[config.mk]
export PLATFORM = sky130hd
export DESIGN_NAME = arp_fifo
export DESIGN_NICKNAME = d
export VERILOG_FILES = /design/src/hw/rtl/arp_pkg.sv /design/src/hw/rtl/arp_fifo.sv
export SDC_FILE = /design/constraint.sdc
export NUM_CORES = 1
export LEC_CHECK = 0
export BUFFER_PORTS_ARGS = -buffer_cell sky130_fd_sc_hd__buf_2
export CORE_ASPECT_RATIO = 1.75
export CORE_MARGIN = 8
export CORE_UTILIZATION = 51
export CTS_BUF_LIST = sky130_fd_sc_hd__clkbuf_8 sky130_fd_sc_hd__clkbuf_16
export CTS_CLUSTER_DIAMETER = 30
export DETAILED_ROUTE_END_ITERATION = 8
export GPL_TIMING_DRIVEN = 0
export PLACE_DENSITY = 0.75
export SYNTH_ARGS = -nofsm -noshare
export SYNTH_HDL_FRONTEND = slang
export SYNTH_SLANG_ARGS = --single-unit
[constraint.sdc]
create_clock -name clk -period 6.25 [get_ports clk]
set_input_delay 0.625 -clock clk [delete_from_list [all_inputs] [get_ports clk]]
set_output_delay 0.625 -clock clk [all_outputs]
set_load 0.05 [all_outputs]
[src/hw/rtl/arp_pkg.sv]
// ----------------------------------------------------------------------------
// arp_pkg
// Shared types, constants and helpers for the regularised Adam update block.
// ----------------------------------------------------------------------------
package arp_pkg;

  localparam int unsigned FIFO_DEPTH = 4;
  localparam int unsigned FIFO_AW    = 2;
  localparam int unsigned SQ_BITS    = 41;
  localparam int unsigned DIV_BITS   = 32;

  localparam logic [16:0] ONE_Q16  = 17'd65536;
  localparam logic [15:0] B1_Q16   = 16'd58982;
  localparam logic [15:0] C1_Q16   = 16'd6554;
  localparam logic [23:0] B2_Q24   = 24'd16760440;
  localparam logic [14:0] C2_Q24   = 15'd16776;
  localparam logic [40:0] EPS_Q28  = 41'd16;
  localparam logic [47:0] MAX48    = 48'hFFFF_FFFF_FFFF;

  typedef enum logic [2:0] {
    REG_LAMBDA_FIELD     = 3'd0,
    REG_LAMBDA_COUPLING  = 3'd1,
    REG_L2_MIX           = 3'd2,
    REG_RATE_FIELD       = 3'd3,
    REG_RATE_COUPLING    = 3'd4,
    REG_BIAS_CORR_FIRST  = 3'd5,
    REG_BIAS_CORR_SECOND = 3'd6
  } cfg_reg_t;

  typedef struct packed {
    logic [31:0] lam_f;
    logic [31:0] lam_c;
    logic [16:0] l2_mix;
    logic [31:0] rate_f;
    logic [31:0] rate_c;
    logic [31:0] corr1;
    logic [31:0] corr2;
  } cfg_t;

  typedef struct packed {
    logic               coup;
    logic signed [31:0] p;
    logic signed [31:0] m1n;
    logic signed [31:0] g;
    logic [47:0]        m2n;
    logic [47:0]        tsq;
    logic [47:0]        vsq;
  } item_t;

  function automatic logic signed [31:0] sat32(input logic signed [49:0] v);
    logic signed [31:0] r;
    if (v > 50'sd2147483647) begin
      r = 32'sh7FFF_FFFF;
    end else if (v < -50'sd2147483648) begin
      r = 32'sh8000_0000;
    end else begin
      r = v[31:0];
    end
    return r;
  endfunction

endpackage

[src/hw/rtl/arp_fifo.sv]
// ----------------------------------------------------------------------------
// arp_fifo
// Short queue between the front and the back.
// ----------------------------------------------------------------------------
module arp_fifo (
  input  logic           clk,
  input  logic           rst_n,
  input  logic           wr_en,
  input  arp_pkg::item_t wr_item,
  input  logic           rd_en,
  output arp_pkg::item_t rd_item,
  output logic           full,
  output logic           empty
);

  arp_pkg::item_t                 mem [arp_pkg::FIFO_DEPTH];
  logic [arp_pkg::FIFO_AW-1:0]    wp_r, rp_r;
  logic [arp_pkg::FIFO_AW:0]      cnt_r;

  assign full    = (cnt_r == (arp_pkg::FIFO_AW + 1)'(arp_pkg::FIFO_DEPTH));
  assign empty   = (cnt_r == '0);
  assign rd_item = mem[rp_r];

  always_ff @(posedge clk) begin
    if (!rst_n) begin
      wp_r  <= '0;
      rp_r  <= '0;
      cnt_r <= '0;
    end else begin
      if (wr_en) wp_r <= wp_r + 1'b1;
      if (rd_en) rp_r <= rp_r + 1'b1;
      if (wr_en && !rd_en) begin
        cnt_r <= cnt_r + 1'b1;
      end else if (rd_en && !wr_en) begin
        cnt_r <= cnt_r - 1'b1;
      end
    end
  end

  always_ff @(posedge clk) begin
    if (wr_en) mem[wp_r] <= wr_item;
  end

endmodule

==> flow_metrics.env, run 1 <==
export IMPL_syn_nets=1553
export IMPL_synthMostInstantiatedCell="edfxtp_1"
export IMPL_ctsResizeCount=0
export IMPL_period_share=0.5898
export IMPL_ys_top_cells_by_area="edfxtp_1 82%, mux4_2 15%, buf_6 0.70%"
export IMPL_status="complete, no violations"
export IMPL_drt_total_wl_mm=77.37
export IMPL_num_vias=16400
export IMPL_timing_fmax_mhz=271.3
export IMPL_cap_violations=0
export IMPL_ant_nets=0
export IMPL_crit_path_max_fanout=10
export IMPL_antenna_found_initial=30
export IMPL_root_buffer="clkbuf_16"
export IMPL_nets=2169
export IMPL_die_w_um=214.7
export IMPL_fin_area_mm2=0.04311
export IMPL_hp_class="in -> reg"
export IMPL_tightest_slew_ns=1.006
export IMPL_setup_viol=0
export IMPL_cts_sinks=973
export IMPL_clk_pin_slew_worst_paths_ns=0.06
export IMPL_cts_setup_buffers=0
export IMPL_worstSkewPairLatency_ns=0.66
export IMPL_fin_cells=2941
export IMPL_p_leak_uw=0.01464
export IMPL_placed_cells=2708
export IMPL_drtIter0Drc=1457
export IMPL_start_kind="flip-flop"
export IMPL_cts_tree="built"
export IMPL_ys_types=20
export IMPL_synth_edff_count=964
export IMPL_multi_input_area_mm2=0.005688
export IMPL_grt_pass1_vias=17750
export IMPL_yosysWarnings=0
export IMPL_h_tree_depth=3
export IMPL_synthCells=1302
export IMPL_drc_errors=0
export IMPL_seq_area_frac_synth=0.8270
export IMPL_peakVddDrop_mv=0.3155
export IMPL_synth_area_per_cell_um2=27.05
export IMPL_post_dp_cell_area_mm2=0.03924
export IMPL_synth_area_leader_cell="edfxtp_1"
export IMPL_ys_ff_latch=973
export IMPL_period_minus_slack_ns=3.686
export IMPL_rsz0062_at_grt="false"
export IMPL_slew_violations=0
export IMPL_coreArea_mm2=0.06849
export IMPL_num_io_pins=488
export IMPL_synth_top_cell_area_share=0.8219
export IMPL_grt_max_degree=59
export IMPL_crit_arrival_ns=3.06
export IMPL_crit_required_ns=5.62
export IMPL_synth_common_cells="964 x edfxtp_1, 241 x mux4_2, 26 x buf_2, 22 x buf_6"
export IMPL_cts_inserted_buffers=111
export IMPL_netlist_area_mm2=0.03522
export IMPL_cts_buffer_depth=3
export IMPL_hold_buffers=0
export IMPL_io_buffer_count=487
export IMPL_endpoint_kind="output port"
export IMPL_fin_ws_ns=2.564
export IMPL_power_density_mw_per_mm2=378.0
export IMPL_wl_per_cell_um=26.31
export IMPL_die_area_mm2=0.07806
export IMPL_dp_hpwl_mm=51.44
export IMPL_seq_area_mm2=0.02913
export IMPL_slew_headroom=0.3297
export IMPL_fp_dieH_um=363.6
export IMPL_avgViaCountPerCell=5.576
export IMPL_ys_async_sr_fraction=0
export IMPL_start_util=0.5143
export IMPL_critPathKind="reg -> out"
export IMPL_place_congestion=0.7406
export IMPL_fillCellCount=4516
export IMPL_dp_slack_ns=3.096
export IMPL_overflow=0
export IMPL_grt_util_all_layers=0.1940
export IMPL_drtPass1Iterations=5
export IMPL_finalHoldViolations=0
export IMPL_grt_pass1_wl_mm=112.3
export IMPL_finalClockSkew_ns=0.01214
export IMPL_drive_gt1_frac=0.4920
export IMPL_synth_flop_cell="edfxtp_1"
export IMPL_rows=127
export IMPL_syn2layout_area_growth_pct=22.41
cell type report:
cell class | instances | area share
multi-input cells | 271 | 0.1319
diodes | 26 | 0.001509
clock inverters | 96 | 0.02394
repair buffers | 503 | 0.06675
well taps | 903 | 0.02621
inverters | 4 | 0.0003483
flip-flops and latches | 973 | 0.6756
clock buffers | 111 | 0.06443
plain buffers | 54 | 0.009287
critical path: stages (launching register included):
cell and delay [ns]:
dfxtp_1 0.30, buf_2 0.22, clkbuf_1 0.77, buf_2 0.43, mux4_2 0.41, buf_2 0.24
cells by family after synthesis:
group,Yosys count,share of synthesized area
simple gates,15,0.002593
flops,973,0.8270
xor+xnor,5,0.001244
fa+ha+maj,6,0.002345
mux,243,0.1547
buf+inv,58,0.01179
compound gates,2,0.0003552
sequential cells by signal, indices dropped and copies added, names as in the netlist, named ones only:
name,cells
rp_r,2
cnt_r,3
mem,964
wp_r,2
cell usage in the layout (no fill, tap or decap), drive strengths merged, types with 2 or more instances in the layout:
master	Yosys	routed
clkinvlp	0	9
mux2i	2	2
ha	5	5
clkinv	0	32
inv	4	48
dfxtp	9	9
buf	48	551
xor2	3	3
edfxtp	964	964
diode	0	26
mux4	241	241
bufinv	0	11
and2	9	9
clkbuf	6	117
nor2b	2	2
xnor2	2	2
worst paths after layout:
path / slack [ns] / depth (start not counted) / end / startpoint
max reg2reg: 3.96 / 4 / mem[3][143] / wp_r[0]
min: 0.17 / 1 / mem[3][53] / wr_item[53]
max: 2.56 / 5 / rd_item[117] / flip-flop
min reg2reg: 0.57 / 2 / cnt_r[2] / cnt_r[2]
where the power goes:
part / total, uW / internal [uW] / switching, uW
sequential: 7570 / 7500 / 70.5
clock: 6520 / 3810 / 2710
combinational: 2210 / 649 / 1560
total: 16300 / 12000 / 4340
through the flow:
step / hold slack, ns / TNS, ns / total power (uW) / util
after global placement: 0.4940 / -152.82 / 9912 / 0.5664
final: 0.1721 / 0 / 16300 / 0.6295
after detailed placement: 0.5577 / 0 / 9940 / 0.5729
after global routing: 0.1270 / 0 / 16770 / 0.6290
after CTS: 0.1117 / 0 / 16460 / 0.6286
after floorplan: 0.4724 / 0 / 9290 / -
layer usage:
layer | wire length (um) | vias up | share of wire | track usage
li1 | - | 6977 | - | -
met1 | 27030 | 8560 | 0.35 | 0.2177
met2 | 40560 | 700 | 0.52 | 0.3355
met3 | 6846 | 147 | 0.088 | 0.06390
met4 | 2821 | 16 | 0.036 | 0.08799
met5 | 102 | - | 0.0013 | 0
Power figures use the tool's default switching activity.
==> run 2, diff against run 1 <==
==> constraint.sdc (replaced) <==
create_clock -name clk -period 3.3 [get_ports clk]
set_input_delay 0.33 -clock clk [delete_from_list [all_inputs] [get_ports clk]]
set_output_delay 0.33 -clock clk [all_outputs]
set_load 0.05 [all_outputs]
==> run 2 against run 1 <==
Wire length is 12% higher. Sequential cell count stayed put. Clock-buffer cell count is 12 higher. Hold slack worse by 0.10 ns. Largest cell class unchanged. Largest power group unchanged.
==> flow_metrics.env, run 2 (synthesis gave the netlist of run 1 again) <==
export IMPL_p_clk_frac=0.416
export IMPL_drive_gt1_frac=0.4465
export IMPL_syn2layout_area_growth_pct=30.44
export IMPL_grt_util_all_layers=0.2193
export IMPL_cpPeakStageDelay_ns=0.44
export IMPL_crit_reg2reg_capture="mem[0][85]"
export IMPL_critPathKind="reg -> out"
export IMPL_rows=127
export IMPL_p_sw_uw=8935
export IMPL_die_area_mm2=0.07806
export IMPL_num_vias=18010
export IMPL_fillCellCount=4082
export IMPL_cts_inserted_buffers=120
export IMPL_num_io_pins=488
export IMPL_cts_buffer_depth=3
export IMPL_busiest_layer="met2"
export IMPL_grt_max_degree=58
export IMPL_drc_errors=0
export IMPL_slew_violations=0
export IMPL_layout_top_registers="mem: 964 flops, cnt_r: 3 flops"
export IMPL_clk_pin_slew_worst_paths_ns=0.05
export IMPL_fp_dieH_um=363.6
export IMPL_power_density_mw_per_mm2=703.2
export IMPL_crit_arrival_ns=2.75
export IMPL_overflow=0
export IMPL_rsz0062_at_grt="false"
export IMPL_setup_viol=0
export IMPL_pwr_share_seq=0.445
export IMPL_start_util=0.5143
export IMPL_grt_use_met1=0.2520
export IMPL_combPwrFrac=0.139
export IMPL_p_leak_uw=0.01585
export IMPL_dp_slack_ns=0.4255
export IMPL_use_met2=0.3854
export IMPL_io_buffer_count=487
export IMPL_drtPass1Iterations=5
export IMPL_period_share=0.9333
export IMPL_worstSkewPairLatency_ns=0.68
export IMPL_rrSetupSlack_ns=0.90
export IMPL_finalHoldWorstSlack_ns=0.06932
export IMPL_peakVddDrop_mv=0.9435
export IMPL_dp_hpwl_mm=51.24
export IMPL_finalHoldViolations=0
export IMPL_endpoint_kind="output port"
export IMPL_crit_required_ns=2.97
export IMPL_hp_class="in -> reg"
export IMPL_p_sw_frac=0.2765
export IMPL_grt_pass1_vias=19750
export IMPL_drtIter0Drc=1685
export IMPL_crit_chain="buf_2 -> clkbuf_2 -> buf_2 -> mux4_2 -> buf_2"
export IMPL_slew_headroom=0.3886
export IMPL_crit_path_max_fanout=10
export IMPL_finalClockSkew_ns=0.02906
export IMPL_r2r_cells=5
export IMPL_tightest_slew_ns=0.9171
export IMPL_status="complete, no violations"
export IMPL_mostFrequentLayoutCell="edfxtp_1"
export IMPL_drt_total_wl_mm=86.87
export IMPL_coreArea_mm2=0.06849
export IMPL_timing_fmax_mhz=324.7
export IMPL_crit_path_end="rd_item[114]"
export IMPL_setup_tns_ns=0
export IMPL_grtUsageMet3=0.06423
export IMPL_place_congestion=0.7470
export IMPL_avgViaCountPerCell=5.650
export IMPL_p_int_uw=23370
export IMPL_start_kind="flip-flop"
export IMPL_top_register="mem"
export IMPL_largest_reg_flops=964
export IMPL_root_buffer="clkbuf_16"
export IMPL_nets=2420
export IMPL_period_minus_slack_ns=3.080
export IMPL_grt_pass1_wl_mm=127.6
export IMPL_die_w_um=214.7
export IMPL_cts_setup_buffers=0
export IMPL_rr_startpoint="wp_r[0]"
export IMPL_cts_sinks=973
export IMPL_worst_path_max_delay_cell="clkbuf_2"
export IMPL_worst_path_most_repeated_cell="buf_2"
export IMPL_fin_ws_ns=0.2201
export IMPL_seq_area_mm2=0.02913
export IMPL_antenna_found_initial=12
export IMPL_h_tree_depth=3
export IMPL_wl_per_cell_um=27.26
export IMPL_ant_nets=0
export IMPL_cap_violations=0
export IMPL_multi_input_area_mm2=0.005688
export IMPL_final_cell_mix="964 x edfxtp_1, 513 x buf_2, 242 x dlygate4sd3_1"
export IMPL_cts_tree="built"
==> run 2: cell types whose count changed in the layout (fill, tap and decap cells not counted), moves of 4 or more <==
cell           before  now
dlygate4sd3_1       0  242
diode_2            26   11
clkbuf_16         111  123
inv_8               6   18
clkinv_8            3   12
inv_6              27   18
clkinv_4           14   19
inv_1              12    8
==> run 2: repair_timing <==
action	in CTS	in global routing
resized for setup	1	0
endpoints found under the hold margin	973	0
endpoints found under the setup margin	100	0
hold buffers	242	0
==> run 2: power by group through the flow <==
stage	registers (uW)	clock network [uW]	logic, uW
after detailed placement	14600	0	4230
after floorplan	14600	0	2980
after CTS	14400	13600	4510
final	14400	13500	4490
after global placement	14600	0	4090
after global routing	14400	14100	4680
==> run 2: layout make-up <==
cell class / count / area share
sequential: 973 / 0.6340
multi-input combinational: 271 / 0.1238
timing repair buffer: 745 / 0.1154
clock buffer: 123 / 0.06699
clock inverter: 103 / 0.02560
tap: 903 / 0.02459
buffer: 54 / 0.008742
antenna: 11 / 0.0005991
inverter: 4 / 0.0003268
==> run 2: how the worst min path moves through the flow <==
stage                     from         to  cells after the start
finish                   rd_en  flip-flop                      3
global route             wr_en    wp_r[1]                      3
CTS                      rd_en  flip-flop                      3
detailed placement  wr_item[5]  mem[1][5]                      1
global placement      cnt_r[2]   cnt_r[2]                      2
floorplan           wr_item[0]  mem[0][0]                      0
==> run 2: through the flow <==
step	instance area [um2]	util	total power [uW]	instances
2_1_floorplan	35230	-	17560	1302
3_3_place_gp	38800	0.5665	18700	2692
3_5_place_dp	39240	0.5729	18830	2708
4_1_cts	45920	0.6704	32480	3176
5_1_grt	45940	0.6707	33210	3184
6_report	45940	0.6708	32310	3187
==> run 2: critical path: cells and delay by family (launching register included) <==
kind                   cells  cell delay, ns
buffers and inverters      4            1.37
muxes                      1            0.42
DFF                        1            0.30
==> run 2: layer usage <==
layer / vias to the layer above / part of all wire
met5: - / 0.00031
met4: 4 / 0.033
met3: 149 / 0.088
met2: 966 / 0.53
met1: 9422 / 0.35
li1: 7464 / -
==> run 3, diff against run 2 <==
==> config.mk (replaced) <==
export PLATFORM = sky130hd
export DESIGN_NAME = arp_fifo
export DESIGN_NICKNAME = d
export VERILOG_FILES = /design/src/hw/rtl/arp_pkg.sv /design/src/hw/rtl/arp_fifo.sv
export SDC_FILE = /design/constraint.sdc
export NUM_CORES = 1
export LEC_CHECK = 0
export ABC_AREA = 1
export BUFFER_PORTS_ARGS = -buffer_cell sky130_fd_sc_hd__buf_4
export CORE_ASPECT_RATIO = 1.75
export CORE_MARGIN = 8
export CORE_UTILIZATION = 52
export CTS_BUF_LIST = sky130_fd_sc_hd__clkbuf_8 sky130_fd_sc_hd__clkbuf_16
export CTS_CLUSTER_DIAMETER = 30
export DETAILED_ROUTE_END_ITERATION = 8
export GPL_TIMING_DRIVEN = 0
export PLACE_DENSITY = 0.76
export SYNTH_ARGS = -nofsm -noshare
export SYNTH_HDL_FRONTEND = slang
export SYNTH_SLANG_ARGS = --single-unit
==> constraint.sdc (replaced) <==
create_clock -name clk -period 3.3 [get_ports clk]
set_input_delay 0.33 -clock clk [delete_from_list [all_inputs] [get_ports clk]]
set_output_delay 0.33 -clock clk [all_outputs]
set_load 0.01 [all_outputs]
==> run 3 against run 2 <==
Worst setup slack better by 0.011 ns. Synthesized cell count rose by 83%. Power shrank 8.4%. Sequential share of layout area down 2.1 points. Clock skew fell by 0.0027 ns. Critical path depth is 2 higher. Combinational power decreased by 24%. First-iteration DRC count is 66% higher. Clock power shrank 12%. Die area up 0.12%. Wire length increased by 22%. Sequential cell count stayed put. Critical endpoint is now rd_item[38].
==> flow_metrics.env, run 3 <==
export IMPL_num_io_pins=488
export IMPL_grt_pass1_wl_mm=155.0
export IMPL_synth_compound_area_share=0.1104
export IMPL_fillCellCount=4147
export IMPL_clk_pin_slew_worst_paths_ns=0.06
export IMPL_synthMuxAreaShare=0
export IMPL_ys_async_sr_fraction=0
export IMPL_cap_violations=0
export IMPL_endpoint_kind="output port"
export IMPL_rrSetupSlack_ns=0.56
export IMPL_critPathKind="reg -> out"
export IMPL_finalHoldViolations=0
export IMPL_slew_violations=0
export IMPL_place_congestion=0.8188
export IMPL_syn2layout_area_growth_pct=32.11
export IMPL_period_share=0.9299
export IMPL_setup_viol=0
export IMPL_crit_arrival_ns=2.74
export IMPL_die_area_mm2=0.07815
export IMPL_cts_tree="built"
export IMPL_fin_ws_ns=0.2315
export IMPL_coreArea_mm2=0.06849
export IMPL_grt_util_all_layers=0.2578
export IMPL_cts_sinks=973
export IMPL_cts_inserted_buffers=106
export IMPL_ant_nets=0
export IMPL_drive_gt1_frac=0.2416
export IMPL_start_util=0.5250
export IMPL_slew_headroom=0.3925
export IMPL_synth_top_cell_area_share=0.8050
export IMPL_seq_area_frac_synth=0.8100
export IMPL_drt_total_wl_mm=105.6
export IMPL_syn_nets=2640
export IMPL_crit_required_ns=2.97
export IMPL_largest_reg_flops=964
export IMPL_start_kind="flip-flop"
export IMPL_dp_slack_ns=0.5710
export IMPL_synthAdderAreaFrac=0.002297
export IMPL_drtIter0Drc=2793
export IMPL_layout_top_registers="mem: 964 flops, cnt_r: 3 flops"
export IMPL_synthCells=2389
export IMPL_synth_common_cells="964 x edfxtp_1, 487 x nor2_1, 485 x o21ai_0, 241 x o22ai_1, 62 x clkbuf_1"
export IMPL_die_w_um=214.8
export IMPL_fp_dieH_um=363.9
export IMPL_worstSkewPairLatency_ns=0.66
export IMPL_finalClockSkew_ns=0.02634
export IMPL_ys_types=21
export IMPL_peakVddDrop_mv=0.6675
export IMPL_yosysWarnings=0
export IMPL_crit_path_max_fanout=10
export IMPL_root_buffer="clkbuf_16"
export IMPL_avgViaCountPerCell=5.915
export IMPL_synthMostInstantiatedCell="edfxtp_1"
export IMPL_drtPass1Iterations=5
export IMPL_ys_ff_latch=973
export IMPL_io_buffer_count=487
export IMPL_rsz0062_at_grt="false"
export IMPL_top_register="mem"
export IMPL_synth_area_leader_cell="edfxtp_1"
export IMPL_p_total_uw=29600
export IMPL_grt_pass1_vias=25820
export IMPL_synth_edff_count=964
export IMPL_ys_top_cells_by_area="edfxtp_1 81%, o21ai_0 6.8%, nor2_1 5.1%"
export IMPL_synth_flop_cell="edfxtp_1"
export IMPL_synth_top_family_by_area="compound AO/OA/AOI/OAI gates"
export IMPL_num_vias=25300
export IMPL_power_density_mw_per_mm2=623.1
export IMPL_cts_buffer_depth=3
export IMPL_synth_area_per_cell_um2=15.05
export IMPL_mostFrequentLayoutCell="edfxtp_1"
export IMPL_p_leak_uw=0.01680
export IMPL_synth_xor_area_frac=0
export IMPL_antenna_found_initial=19
export IMPL_final_cell_mix="964 x edfxtp_1, 495 x buf_4, 487 x nor2_1"
export IMPL_tightest_slew_ns=0.9094
export IMPL_dp_hpwl_mm=65.79
export IMPL_wl_per_cell_um=24.70
export IMPL_hp_class="in -> reg"
export IMPL_rows=127
export IMPL_status="complete, no violations"
export IMPL_synth_simple_area_share=0.05237
export IMPL_period_minus_slack_ns=3.069
export IMPL_timing_fmax_mhz=325.9
export IMPL_netlist_area_mm2=0.03596
export IMPL_grt_max_degree=38
export IMPL_overflow=0
export IMPL_drc_errors=0
export IMPL_h_tree_depth=3
export IMPL_nets=3508
[run 3: metrics by stage]
| stage | instances | hold WS (ns) | cell area (um2) | setup TNS (ns) | utilization |
|---|---|---|---|---|---|
| finish | 4277 | 0.4017 | 47500 | 0 | 0.6936 |
| floorplan | 2389 | 0.4115 | 35990 | -1243.50 | - |
| CTS | 4251 | 0.3447 | 47440 | 0 | 0.6927 |
| global route | 4266 | 0.3721 | 47480 | 0 | 0.6932 |
| detailed placement | 3807 | 0.4474 | 41340 | 0 | 0.6036 |
| global placement | 3779 | 0.4229 | 40780 | -4036.33 | 0.5954 |
[run 3: critical path, cell delays in order, from the launching register on]
cell and delay, ns:
dfxtp_1 0.30, buf_4 0.19, inv_2 0.25, buf_4 0.31
buf_2 0.26, o21ai_0 0.11, o22ai_1 0.42, buf_4 0.22
[run 3: layer usage]
layer	vias to the layer above	global-route usage	part of all wire
met5	-	0	0.00011
met3	259	0.05983	0.095
li1	10860	-	-
met1	12510	0.3077	0.35
met2	1667	0.4407	0.51
met4	2	0.1220	0.045
[run 3: path summary, 6_finish.rpt]
kind / startpoint / endpoint / cells past startpoint
setup / recovery: flip-flop / rd_item[38] / 7
setup reg to reg: wp_r[0] / mem[2][119] / 8
hold / removal: wr_item[220] / mem[2][220] / 2
hold reg to reg: rp_r[1] / rp_r[1] / 1
[run 3: where the power goes]
group	leakage (uW)	switching, uW	internal (uW)
Combinational	0.00610	2040	1350
Sequential	0.00893	127	14100
Clock	0.00177	5160	6780
Total	0.0168	7320	22300
[run 3: final cells by class]
type / count / area, um2 / share of cell area
Inverter: 17 / 81.33 / 0.001712
Tap cell: 903 / 1130 / 0.02378
Sequential cell: 973 / 29130 / 0.6132
Clock inverter: 91 / 954.7 / 0.02010
Multi-Input combinational cell: 1239 / 5951 / 0.1253
Timing Repair Buffer: 760 / 6669 / 0.1404
Antenna cell: 26 / 65.06 / 0.001370
Buffer: 160 / 830.8 / 0.01749
Clock buffer: 108 / 2691 / 0.05666
[run 3: cells by family after synthesis]
logic type / count (synthesis)
AOI/OAI and AO/OA: 733
adders and majority gates: 6
DFF: 973
and+or+nand+nor: 500
buffers and inverters: 177
[run 3: repair_timing]
| item | CTS | global route |
|---|---|---|
| hold buffers | 245 | 0 |
| setup endpoints to repair | 1 | 0 |
| endpoints found under the hold margin | 973 | 0 |
| setup buffers | 0 | 0 |
| gates resized for setup | 1 | 0 |
